### config.mk
export PLATFORM = sky130hd
export DESIGN_NAME = ibw_queue
export DESIGN_NICKNAME = d
export VERILOG_FILES = /design/src/hdl/inverse_bilinear_weights_assert.svh /design/src/hdl/ibw_pkg.sv /design/src/hdl/ibw_queue.sv
export SDC_FILE = /design/constraint.sdc
export NUM_CORES = 1
export LEC_CHECK = 0
export ABC_CLOCK_PERIOD_IN_PS = 16550
export BUFFER_PORTS_ARGS = -buffer_cell sky130_fd_sc_hd__clkbuf_2
export CAP_MARGIN = 20
export CORE_MARGIN = 2
export CORE_UTILIZATION = 25
export CTS_CLUSTER_SIZE = 14
export DETAILED_ROUTE_END_ITERATION = 16
export PLACE_DENSITY_LB_ADDON = 0.3
export SETUP_SLACK_MARGIN = 0.4
export SLEW_MARGIN = 0
export SYNTH_ARGS = -nofsm -noshare
export SYNTH_HDL_FRONTEND = slang
export SYNTH_SLANG_ARGS = --single-unit
### constraint.sdc
create_clock -name clk -period 16.55 [get_ports clk]
set_clock_uncertainty 0.05 [all_clocks]
set_input_delay 0.8275 -clock clk [delete_from_list [all_inputs] [get_ports clk]]
set_output_delay 0.8275 -clock clk [all_outputs]
set_load 0.02 [all_outputs]
### src/hdl/inverse_bilinear_weights_assert.svh
// assertion macros for the inverse bilinear weights block
`ifndef INVERSE_BILINEAR_WEIGHTS_ASSERT_SVH
`define INVERSE_BILINEAR_WEIGHTS_ASSERT_SVH

// condition in the same cycle
`define IBW_ASSERT_IMPL(name, pre, post) \
  name: assert property (@(posedge clk) disable iff (rst) (pre) |-> (post)) \
    else $error("ibw assertion failed");

// condition in the next cycle
`define IBW_ASSERT_NEXT(name, pre, post) \
  name: assert property (@(posedge clk) disable iff (rst) (pre) |=> (post)) \
    else $error("ibw assertion failed");

`endif

### src/hdl/ibw_pkg.sv
// shared types, constants and fixed point helpers for inverse bilinear weights
`default_nettype none
package ibw_pkg;

  localparam int FRAC_BITS   = 28;
  localparam int DIVW        = 32 + FRAC_BITS;
  localparam int QUEUE_DEPTH = 2;
  localparam int ITER_W      = 10;
  localparam int THR_W       = 16;
  localparam int CFG_IDX_W   = 2;
  localparam int CFG_DATA_W  = 16;

  localparam logic [ITER_W-1:0] ITER_RESET = ITER_W'(100);
  localparam logic [THR_W-1:0]  THR_RESET  = THR_W'(1);

  // configuration register indexes
  localparam logic [CFG_IDX_W-1:0] REG_ITER_LIMIT = CFG_IDX_W'(0);
  localparam logic [CFG_IDX_W-1:0] REG_CONV_THR   = CFG_IDX_W'(1);

  localparam logic [63:0] PI_Q61 = 64'h6487ED5110B4611A;
  localparam logic signed [31:0] Q_MAX = 32'sh7FFFFFFF;
  localparam logic signed [31:0] Q_MIN = 32'sh80000000;

  // round an unsigned constant down by s bits, saturated
  function automatic logic signed [31:0] round_down_by(input logic [63:0] u, input int s);
    logic [64:0] t;
    if (s == 0) begin
      return ((u >> 1) > 64'h7FFFFFFF) ? Q_MAX : u[31:0];
    end
    t = ({1'b0, u} + (65'd1 << (s - 1))) >> s;
    return (t > 65'h7FFFFFFF) ? Q_MAX : t[31:0];
  endfunction

  localparam logic signed [31:0] TWO_PI    = round_down_by(PI_Q61, 60 - FRAC_BITS);
  localparam logic signed [31:0] THREE_PIH =
    round_down_by(64'd3 * (PI_Q61 >> 1), 61 - FRAC_BITS);
  localparam logic signed [31:0] ONE  =
    (FRAC_BITS >= 31) ? Q_MAX : 32'(64'sd1 <<< FRAC_BITS);
  localparam logic signed [31:0] HALF =
    (FRAC_BITS >= 32) ? Q_MAX : 32'(64'sd1 <<< (FRAC_BITS - 1));

  // per-item setup that the front hands to the back
  typedef struct packed {
    logic signed [32:0] plat_rel;
    logic signed [31:0] dphp0;
    logic signed [31:0] dth1;
    logic signed [31:0] dth2;
    logic signed [31:0] dth3;
    logic signed [31:0] dph1;
    logic signed [31:0] dph2;
    logic signed [31:0] dph3;
  } ibw_job_t;

  // divider request
  typedef struct packed {
    logic               start;
    logic signed [31:0] num;
    logic signed [31:0] den;
  } ibw_div_req_t;

  // saturate a wide sum to 32 bits
  function automatic logic signed [31:0] sat32(input logic signed [35:0] v);
    if (v > 36'sh07FFFFFFF) return Q_MAX;
    if (v < -36'sh080000000) return Q_MIN;
    return v[31:0];
  endfunction

  // round a raw product to the fixed point grid, saturated
  function automatic logic signed [31:0] mulq_round(input logic signed [63:0] p);
    logic signed [64:0] t;
    t = (65'(p) + (65'sd1 <<< (FRAC_BITS - 1))) >>> FRAC_BITS;
    if (t > 65'sh07FFFFFFF) return Q_MAX;
    if (t < -65'sh080000000) return Q_MIN;
    return t[31:0];
  endfunction

  // wrap a longitude difference by one turn
  function automatic logic signed [31:0] wrap_lon(input logic signed [33:0] d);
    logic signed [35:0] x;
    x = 36'(d);
    if (x > 36'(THREE_PIH)) x = x - 36'(TWO_PI);
    if (x < -36'(THREE_PIH)) x = x + 36'(TWO_PI);
    return sat32(x);
  endfunction

endpackage
`default_nettype wire

### src/hdl/ibw_queue.sv
// short queue between front and back
`default_nettype none
module ibw_queue #(
  parameter int DEPTH = ibw_pkg::QUEUE_DEPTH
) (
  input  wire logic              clk,
  input  wire logic              rst,
  input  wire logic              push,
  input  wire ibw_pkg::ibw_job_t push_data,
  output logic                   full,
  input  wire logic              pop,
  output logic                   valid,
  output ibw_pkg::ibw_job_t      head
);
  import ibw_pkg::*;

  localparam int PW = (DEPTH > 1) ? $clog2(DEPTH) : 1;
  localparam int CW = $clog2(DEPTH + 1);

  ibw_job_t        slots [DEPTH];
  logic [PW-1:0]   wr_ptr;
  logic [PW-1:0]   rd_ptr;
  logic [CW-1:0]   count;

  assign full  = (count == CW'(DEPTH));
  assign valid = (count != '0);
  assign head  = slots[rd_ptr];

  // storage
  always_ff @(posedge clk) begin
    if (push) slots[wr_ptr] <= push_data;
  end

  // pointers and fill count
  always_ff @(posedge clk) begin
    if (rst) begin
      wr_ptr <= '0;
      rd_ptr <= '0;
      count  <= '0;
    end else begin
      if (push) wr_ptr <= (wr_ptr == PW'(DEPTH - 1)) ? '0 : wr_ptr + PW'(1);
      if (pop)  rd_ptr <= (rd_ptr == PW'(DEPTH - 1)) ? '0 : rd_ptr + PW'(1);
      if (push && !pop) count <= count + CW'(1);
      else if (pop && !push) count <= count - CW'(1);
    end
  end
endmodule
`default_nettype wire

# Word-level counts from Yosys, hierarchy flattened
# Memory sizes are Yosys's and may differ from the RTL's. A register that Yosys moved wholly into a read port is not among the register bits.
# Cells that the tools add are included.
# Widths: inputs -> output; s select.
# word_totals
mem_count,1
ff_bits,4
mem_bits_rw,514
# memory_table
name,depth,word_bits,rd,rd_clocked_by_memory_dff,wr,line,rtl
slots,2,257,1,1,1,ibw_queue.sv:20,ibw_job_t slots [DEPTH];
# op_classes
addsub,4
n_reduce_logical,6
muxes,8
n_eq_ne,1
# op_table
cell,count
$mux 1,6
$mux 2,2
$reduce_bool 2->1,2
$add 1x1->1 const B,2
$add 2x1->2 const B,1
$eq 2x2->1 const B,1
$logic_and 1x1->1,2
$logic_not 1->1,2
$sub 2x1->2 const B,1

# Depth between registers and ports, before layout
# Gate-level depths: netlist (run 1).
# logic_depth
word_depth,4
ltp_mapped,5
ltp_nobuf,5

# Worst setup path before layout (run 1)
# No wires, ideal clock.
# synth_timing
path_kind,input -> register
start,input push
end,"memory slots[0][0] (netlist name), enable pin"
path_buffers,0
path_stages,1
arrival_ns,11.886
path_slack_ns,3.704
setup_ns,0.910
path_cell_list,nor2b_1
# synth_via
elab_chain_cells,2
# synth_lines
item,line,rtl
start: declaration,ibw_queue.sv:8,"input wire logic push,"
$mux 1,ibw_queue.sv:31,if (push) slots[wr_ptr] <= push_data;
$mux 1 (not written as such),ibw_queue.sv:31,
end: declaration,ibw_queue.sv:20,
# Every way passes these cells.

==> flow_metrics.tcl, run 1 <==
set metrics [dict create \
    outcome "completed" \
    fmax_mhz 211 \
    clk_latency_ps 590 \
    cp_max_fo 51 \
    cp_cell_sequence "buf_4, buf_4, mux2_4, clkbuf_2" \
    grt_max_degree 112 \
    netSwitchingPower_mw 0.745 \
    ir_drop_mv 0.0779 \
    synth-main-ff-cell "edfxtp_1" \
    clock-sinks 519 \
    drtIter0Drc 386 \
    grt_antenna_before_repair 4 \
    die_area_um2 81300 \
    hold_buffers 0 \
    area_delta_synth_final_pct 27.3 \
    swShare_pct 23.6 \
    synth_top_area_cell "edfxtp_1" \
    h-tree-depth 2 \
    ys_async_sr_fraction_pct 0 \
    rsz0062_at_grt "false" \
    slew_violations 0 \
    post-route-min-period_ps 4750 \
    post-cts-setup-buffers 0 \
    placed_area_um2 23400 \
    die_h_um 285 \
    vias_per_cell 3.85 \
    path_delay_family "buffers and inverters" \
    ant_nets 0 \
    synthTopCellsByCount "edfxtp_1 (514), mux2_4 (230), mux2_2 (27)" \
    arrival_ps 3870 \
    path_clk_slew_ps 60 \
    synth_edf_count 514 \
    ys_ff_latch 519 \
    netlist_top_cells_area "edfxtp_1 (78%), mux2_4 (17%), mux2_2 (1.5%), buf_6 (0.85%), buf_8 (0.84%)" \
    synth.top_cell.area_share_pct 78.1 \
    stdcell_count 2474 \
    cts_resized 0 \
    core-area_um2 78600 \
    synth_cell_types 19 \
    tritoncts "built" \
    syn_nets 1084 \
    crit_top_cell "buf_4" \
    crit_path_max_incr_delay_ps 910 \
    place_inst 2372 \
    cp-end-kind "output port" \
    rows 103 \
    wl_mm 44.0 \
    drcViolationCount 0 \
    clock_path_buffers 3 \
    ys_warn_count 0 \
    finalCritPeriodShare_pct 28.7 \
    holdCritPathClass "primary input to flop" \
    ios 520 \
    gp_congestion 0.754 \
    hold_violations 0 \
    syn-instance-count 822 \
    synth_most_common_cell "edfxtp_1" \
    fillers 7779 \
    final_cell_area_um2 25200 \
    regToRegSetupSlack_ps 13130 \
    drtPass1Iterations 4 \
    dp_hpwl_mm 30.0 \
    seqPwrFrac_pct 49.4 \
    intPower_mw 2.42 \
    worstPathBufferInverterCount 3 \
    nets 1641 \
    grt.overflow.total 0 \
    slew_headroom_pct 29.9 \
    critPathKind "flop to output port" \
    grtUsageTotal_pct 10.3 \
    power_density_nw_per_um2 126 \
    grt_pass1_wl_mm 64.0 \
    pwr-share-clk_pct 37.5 \
    cts_buffers 55 \
    critPathLaunchType "flop" \
    wl_per_cell_um 17.8 \
    initial_core_util_pct 25.1 \
    vias 9537 \
    synth_area_per_cell_um2 24.0 \
    io_buffers 519 \
    worst_pin_slew_ps 1050 \
    grt_pass1_vias 10300 \
    slowest_stage "dfxtp_4" \
    fin_setup_tns_ps 0 \
    p_comb_share_pct 13.1 \
    yosysSeqAreaShare_pct 78.6 \
    drive_above_1_share_pct 60.8 \
    die_w_um 285 \
    netlist_area_um2 19800 \
    maxCapViolCount 0 \
    setup_violations 0 \
    p_leak_nw 9.82 \
    cp.required_ps 15670 \
    cts-root-buf "clkbuf_16" \
]
## final cells by class
class                           instances  area (um^2)  area share (%)
Timing Repair Buffer                  529         2690            10.7
Clock inverter                         34          282            1.12
Multi-Input combinational cell        273         3870            15.4
Tap cell                             1050         1310            5.22
Inverter                                1         3.75          0.0149
Antenna cell                            2         5.00          0.0199
Clock buffer                           66         1460            5.80
Sequential cell                       519        15500            61.8
## path summary, 6_finish.rpt
| kind | depth (start not counted) | end | from |
|---|---|---|---|
| worst max-delay path | 4 | head[205] | flop |
| worst min-delay path | 1 | slots[0][238]$_DFFE_PP_ | push_data[238] |
| worst max register to register | 3 | slots[1][81]$_DFFE_PP_ | wr_ptr$_SDFFE_PP0P_ |
| worst min register to register | 2 | count[1]$_SDFFE_PP0P_ | count[1]$_SDFFE_PP0P_ |
## cells in the final DEF, fill, tap and decap left out, types with 4 or more instances in the layout
master       n
clkbuf_2   519
edfxtp_1   514
mux2_4     230
clkbuf_16   57
mux2_2      27
clkinv_1    16
clkinv_2    11
clkbuf_1     9
buf_4        9
bufinv_16    5
nor2_1       4
dfxtp_1      4
## stage by stage
step                power (mW)  util (%)  hold WS, ps  setup WS [ps]
floorplan                 1.89         -          406           3700
global placement          2.01      29.8          423          12440
detailed placement        2.01      29.8          451          12340
CTS                       3.23      32.0          321          11670
global route              3.30      32.0          333          11570
finish                    3.16      32.0          377          11800
## power by group through the flow
| stage | clock network, mW | logic [mW] | registers (mW) |
|---|---|---|---|
| after floorplan | 0 | 0.289 | 1.61 |
| after CTS | 1.24 | 0.424 | 1.56 |
| after global placement | 0 | 0.418 | 1.59 |
| after global routing | 1.29 | 0.441 | 1.57 |
| final | 1.19 | 0.413 | 1.56 |
| after detailed placement | 0 | 0.423 | 1.59 |
## routing by layer
| layer | part of all wire [%] | GRT usage (%) |
|---|---|---|
| met5 | 0.023 | 0 |
| met4 | 2.3 | 3.25 |
| met3 | 8.2 | 3.74 |
| met2 | 51 | 18.0 |
| met1 | 38 | 11.6 |
## cells by family (layout without fill, tap and decap cells)
family | after synthesis | in the layout | share of synthesized area, %
buffers and inverters | 30 | 630 | 1.86
muxes | 257 | 257 | 19.0
adders and majority gates | 1 | 1 | 0.0633
other | 0 | 2 | 0
xor gates and xnor gates | 4 | 4 | 0.177
DFF | 519 | 519 | 78.6
and+or+nand+nor | 9 | 9 | 0.234
AOI/OAI and AO/OA | 2 | 2 | 0.0506
## sequential cells by signal, summed over array words and instances, names as in the netlist, named ones only
register	count
count	2
wr_ptr	1
slots	514
rd_ptr	1
(Power assumes the default switching activity.)
==> inputs of run 2 (changes only) <==
Settings changed: ABC_CLOCK_PERIOD_IN_PS 16550 to 3810.
Clock period 16.55 ns to 3.81 ns, I/O delays scaled along.
==> run 2 against run 1 <==
Die area did not move. Largest power group unchanged. Critical path type unchanged. First-iteration DRC count rose by 17%. Register-to-register slack got worse by 11000 ps.
==> flow_metrics.tcl, run 2 (synthesis gave the netlist of run 1 again) <==
set metrics [dict create \
    crit_path_max_incr_delay_ps 700 \
    largest_register_ff_count 514 \
    r2r-start "wr_ptr$_SDFFE_PP0P_" \
    drive_above_1_share_pct 52.1 \
    critPathLaunchType "flop" \
    drtIter0Drc 451 \
    finalCritPeriodShare_pct 71.3 \
    layout_commonest_cell "clkbuf_2" \
    clock_path_buffers 3 \
    post-route-min-period_ps 2720 \
    setup_violations 0 \
    gp_congestion 0.785 \
    wl_per_cell_um 17.0 \
    cts_buffers 58 \
    wl_mm 47.0 \
    slew_headroom_pct 47.6 \
    clk_latency_ps 600 \
    vias 10800 \
    swShare_pct 24.0 \
    outcome "completed" \
    p_leak_nw 11.1 \
    die_area_um2 81300 \
    grt_pass1_vias 11900 \
    wl_met2_mm 24.3 \
    grt.overflow.total 0 \
    layout_common_cells "clkbuf_2 (519), edfxtp_1 (514), dlygate4sd3_1 (261)" \
    final_util_pct 35.7 \
    pwr-share-clk_pct 37.3 \
    ir_drop_mv 0.366 \
    dp_hpwl_mm 32.1 \
    cp.required_ps 3570 \
    rsz0062_at_grt "false" \
    die_w_um 285 \
    whs_ps 270 \
    cts_resized 0 \
    ant_nets 0 \
    holdCritPathClass "primary input to flop" \
    worst_pin_slew_ps 785 \
    fmax_mhz 368 \
    initial_core_util_pct 25.1 \
    reg_top3 "slots x514, count x2" \
    die_h_um 285 \
    vias_per_cell 3.93 \
    maxCapViolCount 0 \
    drcViolationCount 0 \
    power_density_nw_per_um2 504 \
    stdcell_count 2758 \
    cp_cell_sequence "buf_12, buf_4, mux2_2, clkbuf_2" \
    area_delta_synth_final_pct 42.1 \
    path_delay_family "buffers and inverters" \
    critPathKind "flop to output port" \
    intPower_mw 10.7 \
    path_clk_slew_ps 60 \
    top_signal_layer_used "met4" \
    cp-end-kind "output port" \
    clock-sinks 519 \
    seqPwrFrac_pct 47.9 \
    cts-root-buf "clkbuf_16" \
    cp_max_fo 29 \
    arrival_ps 2480 \
    power.total_mw 14.1 \
    drtPass1Iterations 4 \
    ios 520 \
    nets 1923 \
    hold_start "push_data[163]" \
    grt_pass1_wl_mm 69.6 \
    place_inst 2390 \
    p_comb_share_pct 14.8 \
    grt_max_degree 107 \
    wl_met3_mm 3.07 \
    grtUsageTotal_pct 11.0 \
    io_buffers 519 \
    h-tree-depth 2 \
    netSwitchingPower_mw 3.40 \
    rows 103 \
    regMostFlops "slots" \
    core-area_um2 78600 \
    wl_met1_mm 18.4 \
    hold_violations 0 \
    slew_violations 0 \
    tritoncts "built" \
    worstPathBufferInverterCount 3 \
    slowest_stage "dfxtp_4" \
    grt_antenna_before_repair 1 \
]
[run 2: changes by cell type in the layout (fill, tap and decap cells not counted), sizes merged]
cell / change
buf: +18
bufinv: -2
clkbuf: +5
clkinv: +2
clkinvlp: +1
diode: -1
dlygate4sd3: +261
[run 2: metrics by stage]
stage	setup TNS, ps	instance area, um^2	worst slack (ps)
after global routing	0	28100	941
final	0	28100	1090
after CTS	0	28100	983
after global placement	0	23700	1700
after floorplan	-254890	19800	-788
after detailed placement	0	23700	1660
[run 2: final timing paths]
path	end	cells past startpoint	slack [ps]
hold reg to reg	rd_ptr$_SDFFE_PP0P_	2	470
setup reg to reg	slots[0][12]$_DFFE_PP_	3	1830
hold / removal	slots[0][163]$_DFFE_PP_	2	270
setup / recovery	head[246]	4	1090
[run 2: area by class of cell]
class	count	area [um^2]
multi-input cells	273	3870
fillers	7562	50500
diodes	1	2.50
flip-flops and latches	519	15500
repair buffers	808	5550
clock inverters	35	248
clock buffers	71	1560
inverters	1	3.75
well taps	1050	1310
[run 2: layer usage]
layer  GRT usage (%)  up-vias
li1                -     4973
met1            12.6     5425
met2            19.7      343
met3            3.22       92
met4            3.64        0
met5               0        -
[run 2: repair_timing]
item                                    in CTS  in global routing
endpoints found under the setup margin       0                  0
buffers inserted                             0                  0
hold endpoints to repair                   526                  0
hold buffers                               261                  0
[run 2: power groups by stage]
stage | combinational (mW) | clock (mW) | sequential [mW]
finish | 2.09 | 5.28 | 6.78
global route | 2.22 | 5.73 | 6.80
CTS | 2.13 | 5.50 | 6.78
detailed placement | 1.89 | 0 | 6.90
global placement | 1.88 | 0 | 6.89
floorplan | 1.26 | 0 | 6.89
