## config.mk

```make
export PLATFORM = sky130hd
export DESIGN_NAME = ibw_front_flat
export DESIGN_NICKNAME = d
export VERILOG_FILES = /design/src/hdl/inverse_bilinear_weights_assert.svh /design/src/hdl/ibw_pkg.sv /design/src/hdl/ibw_if.sv /design/src/hdl/ibw_front.sv /design/src/flat_wrapper.sv
export SDC_FILE = /design/constraint.sdc
export NUM_CORES = 1
export LEC_CHECK = 0
export BUFFER_PORTS_ARGS = -buffer_cell sky130_fd_sc_hd__buf_4
export CORE_AREA = 2 2 247 249
export DETAILED_ROUTE_END_ITERATION = 7
export DIE_AREA = 0 0 249 251
export PLACE_DENSITY = 0.73
export SLEW_MARGIN = 40
export SYNTH_ARGS = -nofsm -noshare
export SYNTH_HDL_FRONTEND = slang
export SYNTH_SLANG_ARGS = --single-unit
```

## constraint.sdc

```tcl
create_clock -name vclk -period 33.3
set_input_delay 6.66 -clock vclk [all_inputs]
set_output_delay 6.66 -clock vclk [all_outputs]
set_load 0.01 [all_outputs]
```

## src/hdl/inverse_bilinear_weights_assert.svh

```systemverilog
// assertion macros for the inverse bilinear weights block
`ifndef INVERSE_BILINEAR_WEIGHTS_ASSERT_SVH
`define INVERSE_BILINEAR_WEIGHTS_ASSERT_SVH

// condition in the same cycle
`define IBW_ASSERT_IMPL(name, pre, post) \
  name: assert property (@(posedge clk) disable iff (rst) (pre) |-> (post)) \
    else $error("ibw assertion failed");

// condition in the next cycle
`define IBW_ASSERT_NEXT(name, pre, post) \
  name: assert property (@(posedge clk) disable iff (rst) (pre) |=> (post)) \
    else $error("ibw assertion failed");

`endif

```

## src/hdl/ibw_pkg.sv

```systemverilog
// shared types, constants and fixed point helpers for inverse bilinear weights
`default_nettype none
package ibw_pkg;

  localparam int FRAC_BITS   = 28;
  localparam int DIVW        = 32 + FRAC_BITS;
  localparam int QUEUE_DEPTH = 2;
  localparam int ITER_W      = 10;
  localparam int THR_W       = 16;
  localparam int CFG_IDX_W   = 2;
  localparam int CFG_DATA_W  = 16;

  localparam logic [ITER_W-1:0] ITER_RESET = ITER_W'(100);
  localparam logic [THR_W-1:0]  THR_RESET  = THR_W'(1);

  // configuration register indexes
  localparam logic [CFG_IDX_W-1:0] REG_ITER_LIMIT = CFG_IDX_W'(0);
  localparam logic [CFG_IDX_W-1:0] REG_CONV_THR   = CFG_IDX_W'(1);

  localparam logic [63:0] PI_Q61 = 64'h6487ED5110B4611A;
  localparam logic signed [31:0] Q_MAX = 32'sh7FFFFFFF;
  localparam logic signed [31:0] Q_MIN = 32'sh80000000;

  // round an unsigned constant down by s bits, saturated
  function automatic logic signed [31:0] round_down_by(input logic [63:0] u, input int s);
    logic [64:0] t;
    if (s == 0) begin
      return ((u >> 1) > 64'h7FFFFFFF) ? Q_MAX : u[31:0];
    end
    t = ({1'b0, u} + (65'd1 << (s - 1))) >> s;
    return (t > 65'h7FFFFFFF) ? Q_MAX : t[31:0];
  endfunction

  localparam logic signed [31:0] TWO_PI    = round_down_by(PI_Q61, 60 - FRAC_BITS);
  localparam logic signed [31:0] THREE_PIH =
    round_down_by(64'd3 * (PI_Q61 >> 1), 61 - FRAC_BITS);
  localparam logic signed [31:0] ONE  =
    (FRAC_BITS >= 31) ? Q_MAX : 32'(64'sd1 <<< FRAC_BITS);
  localparam logic signed [31:0] HALF =
    (FRAC_BITS >= 32) ? Q_MAX : 32'(64'sd1 <<< (FRAC_BITS - 1));

  // per-item setup that the front hands to the back
  typedef struct packed {
    logic signed [32:0] plat_rel;
    logic signed [31:0] dphp0;
    logic signed [31:0] dth1;
    logic signed [31:0] dth2;
    logic signed [31:0] dth3;
    logic signed [31:0] dph1;
    logic signed [31:0] dph2;
    logic signed [31:0] dph3;
  } ibw_job_t;

  // divider request
  typedef struct packed {
    logic               start;
    logic signed [31:0] num;
    logic signed [31:0] den;
  } ibw_div_req_t;

  // saturate a wide sum to 32 bits
  function automatic logic signed [31:0] sat32(input logic signed [35:0] v);
    if (v > 36'sh07FFFFFFF) return Q_MAX;
    if (v < -36'sh080000000) return Q_MIN;
    return v[31:0];
  endfunction

  // round a raw product to the fixed point grid, saturated
  function automatic logic signed [31:0] mulq_round(input logic signed [63:0] p);
    logic signed [64:0] t;
    t = (65'(p) + (65'sd1 <<< (FRAC_BITS - 1))) >>> FRAC_BITS;
    if (t > 65'sh07FFFFFFF) return Q_MAX;
    if (t < -65'sh080000000) return Q_MIN;
    return t[31:0];
  endfunction

  // wrap a longitude difference by one turn
  function automatic logic signed [31:0] wrap_lon(input logic signed [33:0] d);
    logic signed [35:0] x;
    x = 36'(d);
    if (x > 36'(THREE_PIH)) x = x - 36'(TWO_PI);
    if (x < -36'(THREE_PIH)) x = x + 36'(TWO_PI);
    return sat32(x);
  endfunction

endpackage
`default_nettype wire

```

## src/hdl/ibw_if.sv

```systemverilog
// channel interfaces for inverse bilinear weights
`default_nettype none
interface ibw_in_if;
  logic valid;
  logic ready;
  logic signed [31:0] point_lon;
  logic signed [31:0] point_lat;
  logic signed [31:0] corner_lon_0;
  logic signed [31:0] corner_lon_1;
  logic signed [31:0] corner_lon_2;
  logic signed [31:0] corner_lon_3;
  logic signed [31:0] corner_lat_0;
  logic signed [31:0] corner_lat_1;
  logic signed [31:0] corner_lat_2;
  logic signed [31:0] corner_lat_3;
  modport source (output valid, point_lon, point_lat, corner_lon_0, corner_lon_1,
    corner_lon_2, corner_lon_3, corner_lat_0, corner_lat_1, corner_lat_2,
    corner_lat_3, input ready);
  modport sink (input valid, point_lon, point_lat, corner_lon_0, corner_lon_1,
    corner_lon_2, corner_lon_3, corner_lat_0, corner_lat_1, corner_lat_2,
    corner_lat_3, output ready);
endinterface

`default_nettype wire

```

## src/hdl/ibw_front.sv

```systemverilog
// front part: accepts a transaction and forms the cell differences
`default_nettype none
module ibw_front (
  ibw_in_if.sink             in,
  input  wire logic          full,
  output logic               push,
  output ibw_pkg::ibw_job_t  job
);
  import ibw_pkg::*;

  logic signed [31:0] dth2;
  logic signed [31:0] dph2;

  // accept whenever the queue has room
  assign in.ready = !full;
  assign push     = in.valid && !full;

  // latitude and wrapped longitude differences
  assign dth2 = sat32(36'(in.corner_lat_3) - 36'(in.corner_lat_0));
  assign dph2 = wrap_lon(34'(in.corner_lon_3) - 34'(in.corner_lon_0));

  always_comb begin
    job.plat_rel = 33'(in.point_lat) - 33'(in.corner_lat_0);
    job.dphp0    = wrap_lon(34'(in.point_lon) - 34'(in.corner_lon_0));
    job.dth1     = sat32(36'(in.corner_lat_1) - 36'(in.corner_lat_0));
    job.dth2     = dth2;
    job.dth3     = sat32(36'(in.corner_lat_2) - 36'(in.corner_lat_1) - 36'(dth2));
    job.dph1     = wrap_lon(34'(in.corner_lon_1) - 34'(in.corner_lon_0));
    job.dph2     = dph2;
    job.dph3     = sat32(36'(wrap_lon(34'(in.corner_lon_2) - 34'(in.corner_lon_1)))
                         - 36'(dph2));
  end
endmodule
`default_nettype wire

```

## src/flat_wrapper.sv

```systemverilog
// flat-port wrapper written by rule: the top's interface ports become plain ports
module ibw_front_flat import ibw_pkg::*;
  (full, push, job, in_valid, in_point_lon, in_point_lat, in_corner_lon_0, in_corner_lon_1, in_corner_lon_2, in_corner_lon_3, in_corner_lat_0, in_corner_lat_1, in_corner_lat_2, in_corner_lat_3, in_ready);
  ibw_in_if in_i ();
  input  wire logic full;
  output logic push;
  output ibw_pkg::ibw_job_t job;
  input wire logic [$bits(in_i.valid)-1:0] in_valid;
  input wire logic [$bits(in_i.point_lon)-1:0] in_point_lon;
  input wire logic [$bits(in_i.point_lat)-1:0] in_point_lat;
  input wire logic [$bits(in_i.corner_lon_0)-1:0] in_corner_lon_0;
  input wire logic [$bits(in_i.corner_lon_1)-1:0] in_corner_lon_1;
  input wire logic [$bits(in_i.corner_lon_2)-1:0] in_corner_lon_2;
  input wire logic [$bits(in_i.corner_lon_3)-1:0] in_corner_lon_3;
  input wire logic [$bits(in_i.corner_lat_0)-1:0] in_corner_lat_0;
  input wire logic [$bits(in_i.corner_lat_1)-1:0] in_corner_lat_1;
  input wire logic [$bits(in_i.corner_lat_2)-1:0] in_corner_lat_2;
  input wire logic [$bits(in_i.corner_lat_3)-1:0] in_corner_lat_3;
  output wire logic [$bits(in_i.ready)-1:0] in_ready;
  assign in_i.valid = in_valid;
  assign in_i.point_lon = in_point_lon;
  assign in_i.point_lat = in_point_lat;
  assign in_i.corner_lon_0 = in_corner_lon_0;
  assign in_i.corner_lon_1 = in_corner_lon_1;
  assign in_i.corner_lon_2 = in_corner_lon_2;
  assign in_i.corner_lon_3 = in_corner_lon_3;
  assign in_i.corner_lat_0 = in_corner_lat_0;
  assign in_i.corner_lat_1 = in_corner_lat_1;
  assign in_i.corner_lat_2 = in_corner_lat_2;
  assign in_i.corner_lat_3 = in_corner_lat_3;
  assign in_ready = in_i.ready;
  ibw_front u_core (.in(in_i), .full(full), .push(push), .job(job));
endmodule
```

## Word-level counts from Yosys, hierarchy flattened

Index checks and enable logic that the tools add are counted.

- Flip-flop bits (word level): 0
- Input bits: 322
- Output and inout port bits: 259

- Add/subtract/negate cells: 18
- Order comparisons: 24
- Multiplexer cells: 64
- Reductions and logical operators: 2

Operators by type and width:

| kind | count |
|---|---|
| 32-bit two-way mux | 32 |
| 36-bit by 32-bit < comparator with 1-bit output, second input constant | 12 |
| 32-bit by 32-bit subtractor with 33-bit output | 9 |
| 36-bit by 32-bit > comparator with 1-bit output, second input constant | 8 |
| 36-bit two-way mux | 8 |
| 36-bit by 32-bit adder with 36-bit output, second input constant | 4 |
| 33-bit by 32-bit subtractor with 34-bit output, second input constant | 4 |
| 33-bit by 32-bit > comparator with 1-bit output, second input constant | 4 |
| 33-bit by 32-bit subtractor with 34-bit output | 1 |
| 1-bit two-way mux | 24 |
| 1-bit logical AND | 1 |
| 1-bit zero test | 1 |

## Longest topological paths before layout

Gate-level depths: netlist (run 1).

- Depth in word-level cells: 16
- Gate-level depth with buffers: 55
- Mapped depth without buffers: 49

## Least setup slack after synthesis (run 1)

Ideal clock, no wire load.

- Kind: in2out
- Start: in in_corner_lon_3[0]
- End: out job[10] (netlist bit)
- Arrival time: 17.880 ns
- Setup slack: 8.760 ns
- Stages on the path: 51
- Buffers on the path: 4
- Cells stage by stage: inv_1 -> ha_1 -> inv_1 -> fa_1 -> a211o_1 -> a211oi_2 -> nor4_2 -> or2_0 -> o211ai_2 -> o21ai_1 -> or4_1 -> a2111oi_0 -> o211ai_1 -> o2bb2ai_1 -> nor2_1 -> clkbuf_1 -> xnor2_1 -> ha_1 -> [15 not listed] -> o21ai_0 -> a21oi_1 -> o21ai_0 -> a21oi_1 -> o21ai_0 -> a2111oi_0 -> o31ai_1 -> o41ai_1 -> o2111ai_1 -> a31oi_1 -> nor2b_1 -> o21ai_0 -> a21oi_1 -> a211oi_1 -> nor2_1 -> a21oi_1 -> clkbuf_1 -> o21ai_0

RTL lines:

| element | RTL line | source |
|---|---|---|
| from (decl) | flat_wrapper.sv:14 | `input wire logic [$bits(in_i.corner_lon_3)-1:0] in_corner_lon_3;` |
| to (decl) | flat_wrapper.sv:7 | `output ibw_pkg::ibw_job_t job;` |

==> metrics.txt, run 1 <==
status complete, no violations; remaining global-route overflow 0; clock buffer count in the final layout 0; pin count of the biggest net entering global routing 62; pre-CTS setup slack 6.48 ns; register area 0 um2; Post-CTS Setup Repair Bufs 0; sw frac 58.3%; crit share post-route 81.5%; WL final 117 mm; WL/cell 20.7 um; internal power 1.30 mW; Worst Path Buf+Inv 8; PortBufs 581; Critical Setup Path Class input port to output pin; Arrival @ worst endpoint 20.47 ns; DR vias 36.0k; FILL cells 5,976; Tmin final 27.13 ns; LEAKAGE 15.2 nW; Yosys warning count 0; sequential power share 0%; core area 0.0598 mm2; Setup violations, final 0; global-route wire length before repair 179 mm; Max Transition Viols Final 0; vias in the first global route 31.9k; initial antenna violation count 9; clock power share 0%; CTS Hold Bufs 0; delay-heaviest family, CP compound AO/OA/AOI/OAI gates; Hold Path Class input port to output pin; post-synthesis area per instance 6.64 um2; dpl hpwl 99.0 mm; required time worst endpoint 26.64 ns; worst-case vdd ir drop 185 uV; Ports 581; Sum Neg Setup Slack 0 ns; drt drc 0; WP depth 52; combinational share of power 100.0%; Netlist cell types 112; Detailed Routing Iterations Pass 1 6; Avg Vias per Cell 6.33; sw power 1.82 mW; Slowest-stage cell, CP a2111oi_0; Worst Min Path Start full; post-placement cell area 0.0344 mm2; overall routing resource usage 34.8%; sequential share of the synthesized area 0%; final hold viol count 0; DIE HEIGHT 251 um; Pwr Density 90.5 mW/mm2; crit path from in_corner_lon_0[1]; die width 249 um; max-cap viol count 0; Final ANT Viol Nets 0; Synthesized Nets 5,131; crit-path max cell delay 0.62 ns; Multi-input gate area 0.0277 mm2; Initial Utilization 49.6%; fin worst setup slack 6.17 ns; unrepaired setup endpoints after global routing false; Total Die Area 0.0625 mm2; area grow syn2layout 16.4%; seq_cells 0; Synth Cell Area 0.0297 mm2; Slew @ Worst Pin 0.914 ns; row count 90; maximum operating frequency 36.9 MHz; Cells after Synth 4,465; crit end category output pin; final RePlAce weighted congestion 1.00; Startpoint Class input port; Slew HR 38.6%; Max FO, Critical Path 61; Post-Layout Inst Area 0.0345 mm2; Worst setup endpoint job[10]; layout cells sized above 1 16.1%; post-CTS sizing 0; final net count 5,559; Initial DRC Count 3,768
cells in the mapped netlist, types with 28 or more instances:
master | number | area, um2
a21o_1 | 99 | 743
o21ai_0 | 365 | 1830
xnor2_1 | 323 | 2830
xor2_1 | 138 | 1210
nand2_1 | 356 | 1340
o21ai_2 | 33 | 289
o21bai_1 | 32 | 240
nor2_1 | 335 | 1260
a21boi_0 | 42 | 315
fa_1 | 40 | 801
o211ai_1 | 71 | 533
mux2i_1 | 28 | 280
or3_1 | 48 | 300
nand4_1 | 65 | 407
buf_2 | 50 | 250
a21oi_1 | 318 | 1590
nor3_1 | 144 | 721
o21ai_1 | 42 | 210
clkbuf_1 | 102 | 383
a31oi_1 | 71 | 444
nor4_1 | 44 | 275
and3_1 | 49 | 307
o31ai_1 | 55 | 413
a211oi_1 | 33 | 248
and2_1 | 70 | 438
ha_1 | 304 | 3800
nand3_1 | 138 | 691
nor2b_1 | 45 | 282
o21a_1 | 125 | 938
nand2b_1 | 51 | 319
or2_2 | 30 | 188
inv_1 | 316 | 1190
power by group through the flow:
stage | clock network (mW) | logic (mW) | registers [mW]
6_report | 0.0000000363 | 3.13 | 0
4_1_cts | 0 | 3.08 | 0
3_5_place_dp | 0 | 3.06 | 0
5_1_grt | 0.0000000202 | 3.37 | 0
3_3_place_gp | 0 | 3.05 | 0
2_1_floorplan | 0 | 1.98 | 0
metrics by stage:
step           hold slack, ns  utilization (%)  std cells  power [mW]
2_1_floorplan           13.36                -       4465        1.98
3_3_place_gp            13.56             57.5       5673        3.05
3_5_place_dp            13.56             57.6       5673        3.06
4_1_cts                 13.56             57.6       5673        3.08
5_1_grt                 13.57             57.7       5678        3.37
6_report                13.56             57.8       5682        3.13
routing by layer:
metal | global-route usage (%) | share of wire [%] | up-vias | routed length [um]
met5 | 0 | 0.011 | - | 13
met4 | 11.7 | 3.9 | 2 | 4540
met3 | 3.70 | 7.6 | 188 | 8960
met2 | 57.4 | 45 | 1630 | 52800
met1 | 47.3 | 44 | 16699 | 51100
li1 | - | - | 17437 | -
layout make-up:
cell class                      count  area share [%]
Timing Repair Buffer              613            13.3
Inverter                          316            3.43
Tap cell                          782            2.83
Antenna cell                        9          0.0652
Multi-Input combinational cell   3962            80.3
worst min path at each step:
stage,end,cells past startpoint
2_1_floorplan,in_ready,1
3_3_place_gp,in_ready,3
3_5_place_dp,in_ready,3
4_1_cts,in_ready,3
5_1_grt,in_ready,3
6_report,in_ready,3
cell usage in the layout (no fill, tap or decap), types with 21 or more instances in the layout:
master	Yosys	routed
a211o_1	26	26
a211oi_1	33	31
a21boi_0	42	42
a21o_1	99	99
a21oi_1	318	317
a31oi_1	71	71
and2_1	70	70
and3_1	49	49
buf_4	13	613
fa_1	40	40
ha_1	304	304
inv_1	316	316
mux2i_1	28	28
nand2_1	356	355
nand2b_1	51	51
nand3_1	138	138
nand4_1	65	65
nor2_1	335	334
nor2b_1	45	45
nor3_1	144	144
nor4_1	44	42
o2111ai_1	23	23
o211a_1	21	21
o211ai_1	71	71
o21a_1	125	125
o21ai_0	365	362
o21ai_1	42	42
o21ai_2	33	35
o21bai_1	32	32
o22ai_1	24	24
o31a_1	26	26
o31ai_1	55	54
or2_2	30	30
or3_1	48	48
or4_1	21	21
xnor2_1	323	313
xor2_1	138	138
cells by family after synthesis:
group | synth area share (%)
multiplexers | 1.63
adder cells (fa/ha/maj) | 15.6
buffers and inverters | 7.01
AND/OR/NAND/NOR | 24.7
AO/OA/AOI/OAI | 37.4
XOR/XNOR | 13.7
Power figures use the tool's default switching activity.
==> run 2: changes to the inputs <==
--- a/config.mk
+++ b/config.mk
@@ -5,11 +5,12 @@
 export SDC_FILE = /design/constraint.sdc
 export NUM_CORES = 1
 export LEC_CHECK = 0
+export ABC_AREA = 1
 export BUFFER_PORTS_ARGS = -buffer_cell sky130_fd_sc_hd__buf_4
-export CORE_AREA = 2 2 247 249
+export CORE_AREA = 2 2 269 271
 export DETAILED_ROUTE_END_ITERATION = 7
-export DIE_AREA = 0 0 249 251
-export PLACE_DENSITY = 0.73
+export DIE_AREA = 0 0 271 273
+export PLACE_DENSITY = 0.74
 export SLEW_MARGIN = 40
 export SYNTH_ARGS = -nofsm -noshare
 export SYNTH_HDL_FRONTEND = slang
==> constraint.sdc (replaced) <==
create_clock -name vclk -period 22
set_input_delay 4.4 -clock vclk [all_inputs]
set_output_delay 4.4 -clock vclk [all_outputs]
set_load 0.01 [all_outputs]
==> metrics.txt, run 2 <==
Detailed Routing Iterations Pass 1 6 (unchanged); Worst Path Buf+Inv 8 (unchanged); Max Transition Viols Final 0 (unchanged); Hold Path Class input port to output pin (unchanged); dpl hpwl 135 mm (was 99.0 mm); remaining global-route overflow 0 (unchanged); overall routing resource usage 39.3% (was 34.8%); area grow syn2layout 14.3% (was 16.4%); post-placement cell area 0.0403 mm2 (was 0.0344 mm2); commonest non-fill, non-tap cells in the layout nand2_1, inv_1, nor2_1 (was buf_4, o21ai_0, nand2_1); total power 5.15 mW (was 3.13 mW); DR vias 47.3k (was 36.0k); status complete, no violations (unchanged); final net count 8,379 (was 5,559); Post-CTS Setup Repair Bufs 0 (unchanged); row count 98 (was 90); required time worst endpoint 17.60 ns (was 26.64 ns); Cells after Synth 7,217 (was 4,465); PortBufs 581 (unchanged); Tmin final 19.09 ns; Initial DRC Count 4,745 (was 3,768); Post-synth top cells nand2_1, inv_1, nor2_1, nand3_1, a21oi_1 (was o21ai_0, nand2_1, nor2_1, xnor2_1, a21oi_1); core area 0.0710 mm2 (was 0.0598 mm2); Yosys top cell by area nand2_1 (was ha_1); vias in the first global route 42.6k (was 31.9k); Total Die Area 0.0740 mm2 (was 0.0625 mm2); Pwr Density 128 mW/mm2 (was 90.5 mW/mm2); Sum Neg Setup Slack 0 ns (unchanged); drt drc 0 (unchanged); DIE HEIGHT 273 um (was 251 um); delay-heaviest family, CP simple AND/OR/NAND/NOR gates (was compound AO/OA/AOI/OAI gates); Slew HR 46.5% (was 38.6%); Yosys warning count 0 (unchanged); pin count of the biggest net entering global routing 41 (was 62); Setup violations, final 0 (unchanged); register area 0 um2 (unchanged); die width 271 um (was 249 um); Startpoint Class input port (unchanged); Arrival @ worst endpoint 14.69 ns (was 20.47 ns); WHS Path Cells 3 (unchanged); global-route wire length before repair 234 mm (was 179 mm); Worst Min Path Start full (unchanged); commonest non-fill, non-tap cell in the layout nand2_1 (was buf_4); Netlist cell types 55 (was 112); cell mode on critical path nand2_1; Avg Vias per Cell 5.46 (was 6.33); Synth Cell Area 0.0353 mm2 (was 0.0297 mm2); max-cap viol count 0 (unchanged); WL/cell 17.8 um (was 20.7 um); Ports 581 (unchanged); Synthesized Nets 7,883 (was 5,131); post-synthesis area per instance 4.89 um2 (was 6.64 um2); Initial Utilization 49.7% (was 49.6%); Slowest-stage cell, CP nand2_1 (was a2111oi_0); Slew @ Worst Pin 0.799 ns (was 0.914 ns); LEAKAGE 24.1 nW (was 15.2 nW); Final ANT Viol Nets 0 (unchanged); crit path from in_corner_lon_0[7] (was in_corner_lon_0[1]); unrepaired setup endpoints after global routing false (unchanged); Critical Setup Path Class input port to output pin (unchanged); Max FO, Critical Path 35 (was 61); top cells by area, synth nand2_1, inv_1, ha_1, nor2_1, nand3_1 (was ha_1, xnor2_1, o21ai_0, a21oi_1, nand2_1); maximum operating frequency 52.4 MHz; crit end category output pin (unchanged); WL final 154 mm (was 117 mm); CTS Hold Bufs 0 (unchanged); Post-Layout Inst Area 0.0403 mm2 (was 0.0345 mm2); layout cells sized above 1 11.2% (was 16.1%); clock buffer count in the final layout 0 (unchanged); WP depth 56 (was 52); final RePlAce weighted congestion 1.10 (was 1.00); Yosys top cell area share 30.1% (was 12.8%); seq_cells 0 (unchanged); sequential share of the synthesized area 0% (unchanged); post-CTS sizing 0 (unchanged); worst-case vdd ir drop 408 uV (was 185 uV); crit share post-route 86.8%; initial antenna violation count 23 (was 9); final hold viol count 0 (unchanged); FILL cells 7,789 (was 5,976); most common cell in the synthesized netlist nand2_1 (was o21ai_0); crit-path max cell delay 0.53 ns (was 0.62 ns)
-- run 2: changes by cell type after synthesis, sizes merged, moves of 65 or more --
cell and change:
clkbuf -85, o21ai -170, a21o -90, nand3 +388, xor2 +79, nor3 -65, o21a -120, nor2 +442
nand2 +2584, o211ai -70, xnor2 -238, inv +903
-- run 2: cell families after synthesis --
kind of cell,share of synthesized area (%)
compound gates,11.7
xor+xnor,7.54
fa+ha+maj,13.0
buf+inv,14.8
simple gates,52.9
-- run 2: worst paths after layout --
check,endpoint
max,job[0]
min,in_ready
-- run 2: report_power, final --
group	switching [mW]	internal, mW	total (mW)
clock network	0	0.000000110	0.000000110
logic	3.25	1.91	5.15
registers	0	0	0
total	3.25	1.91	5.15
-- run 2: stage by stage --
stage	cells	setup WS, ns	hold slack, ns	util [%]
floorplan	7217	5.67	8.84	-
global placement	8660	2.94	9.04	56.7
global route	8677	1.95	9.06	56.8
CTS	8661	3.16	9.04	56.7
detailed placement	8661	3.20	9.04	56.7
finish	8679	2.91	9.04	56.8
-- run 2: final cells by class --
type,count,area [um2],area share [%]
multi-input combinational,5902,30100,74.6
inverter,1220,4580,11.4
timing repair buffer,589,4430,11.0
tap,950,1190,2.95
antenna,18,45.0,0.112
-- run 2: routing by layer --
metal / GRT usage, % / up-vias / wire (um)
met4: 18.9 / 12 / 8450
met5: 0 / - / 103
met2: 64.1 / 2112 / 67900
met3: 6.08 / 425 / 13400
met1: 50.6 / 21261 / 64600
li1: - / 23537 / -
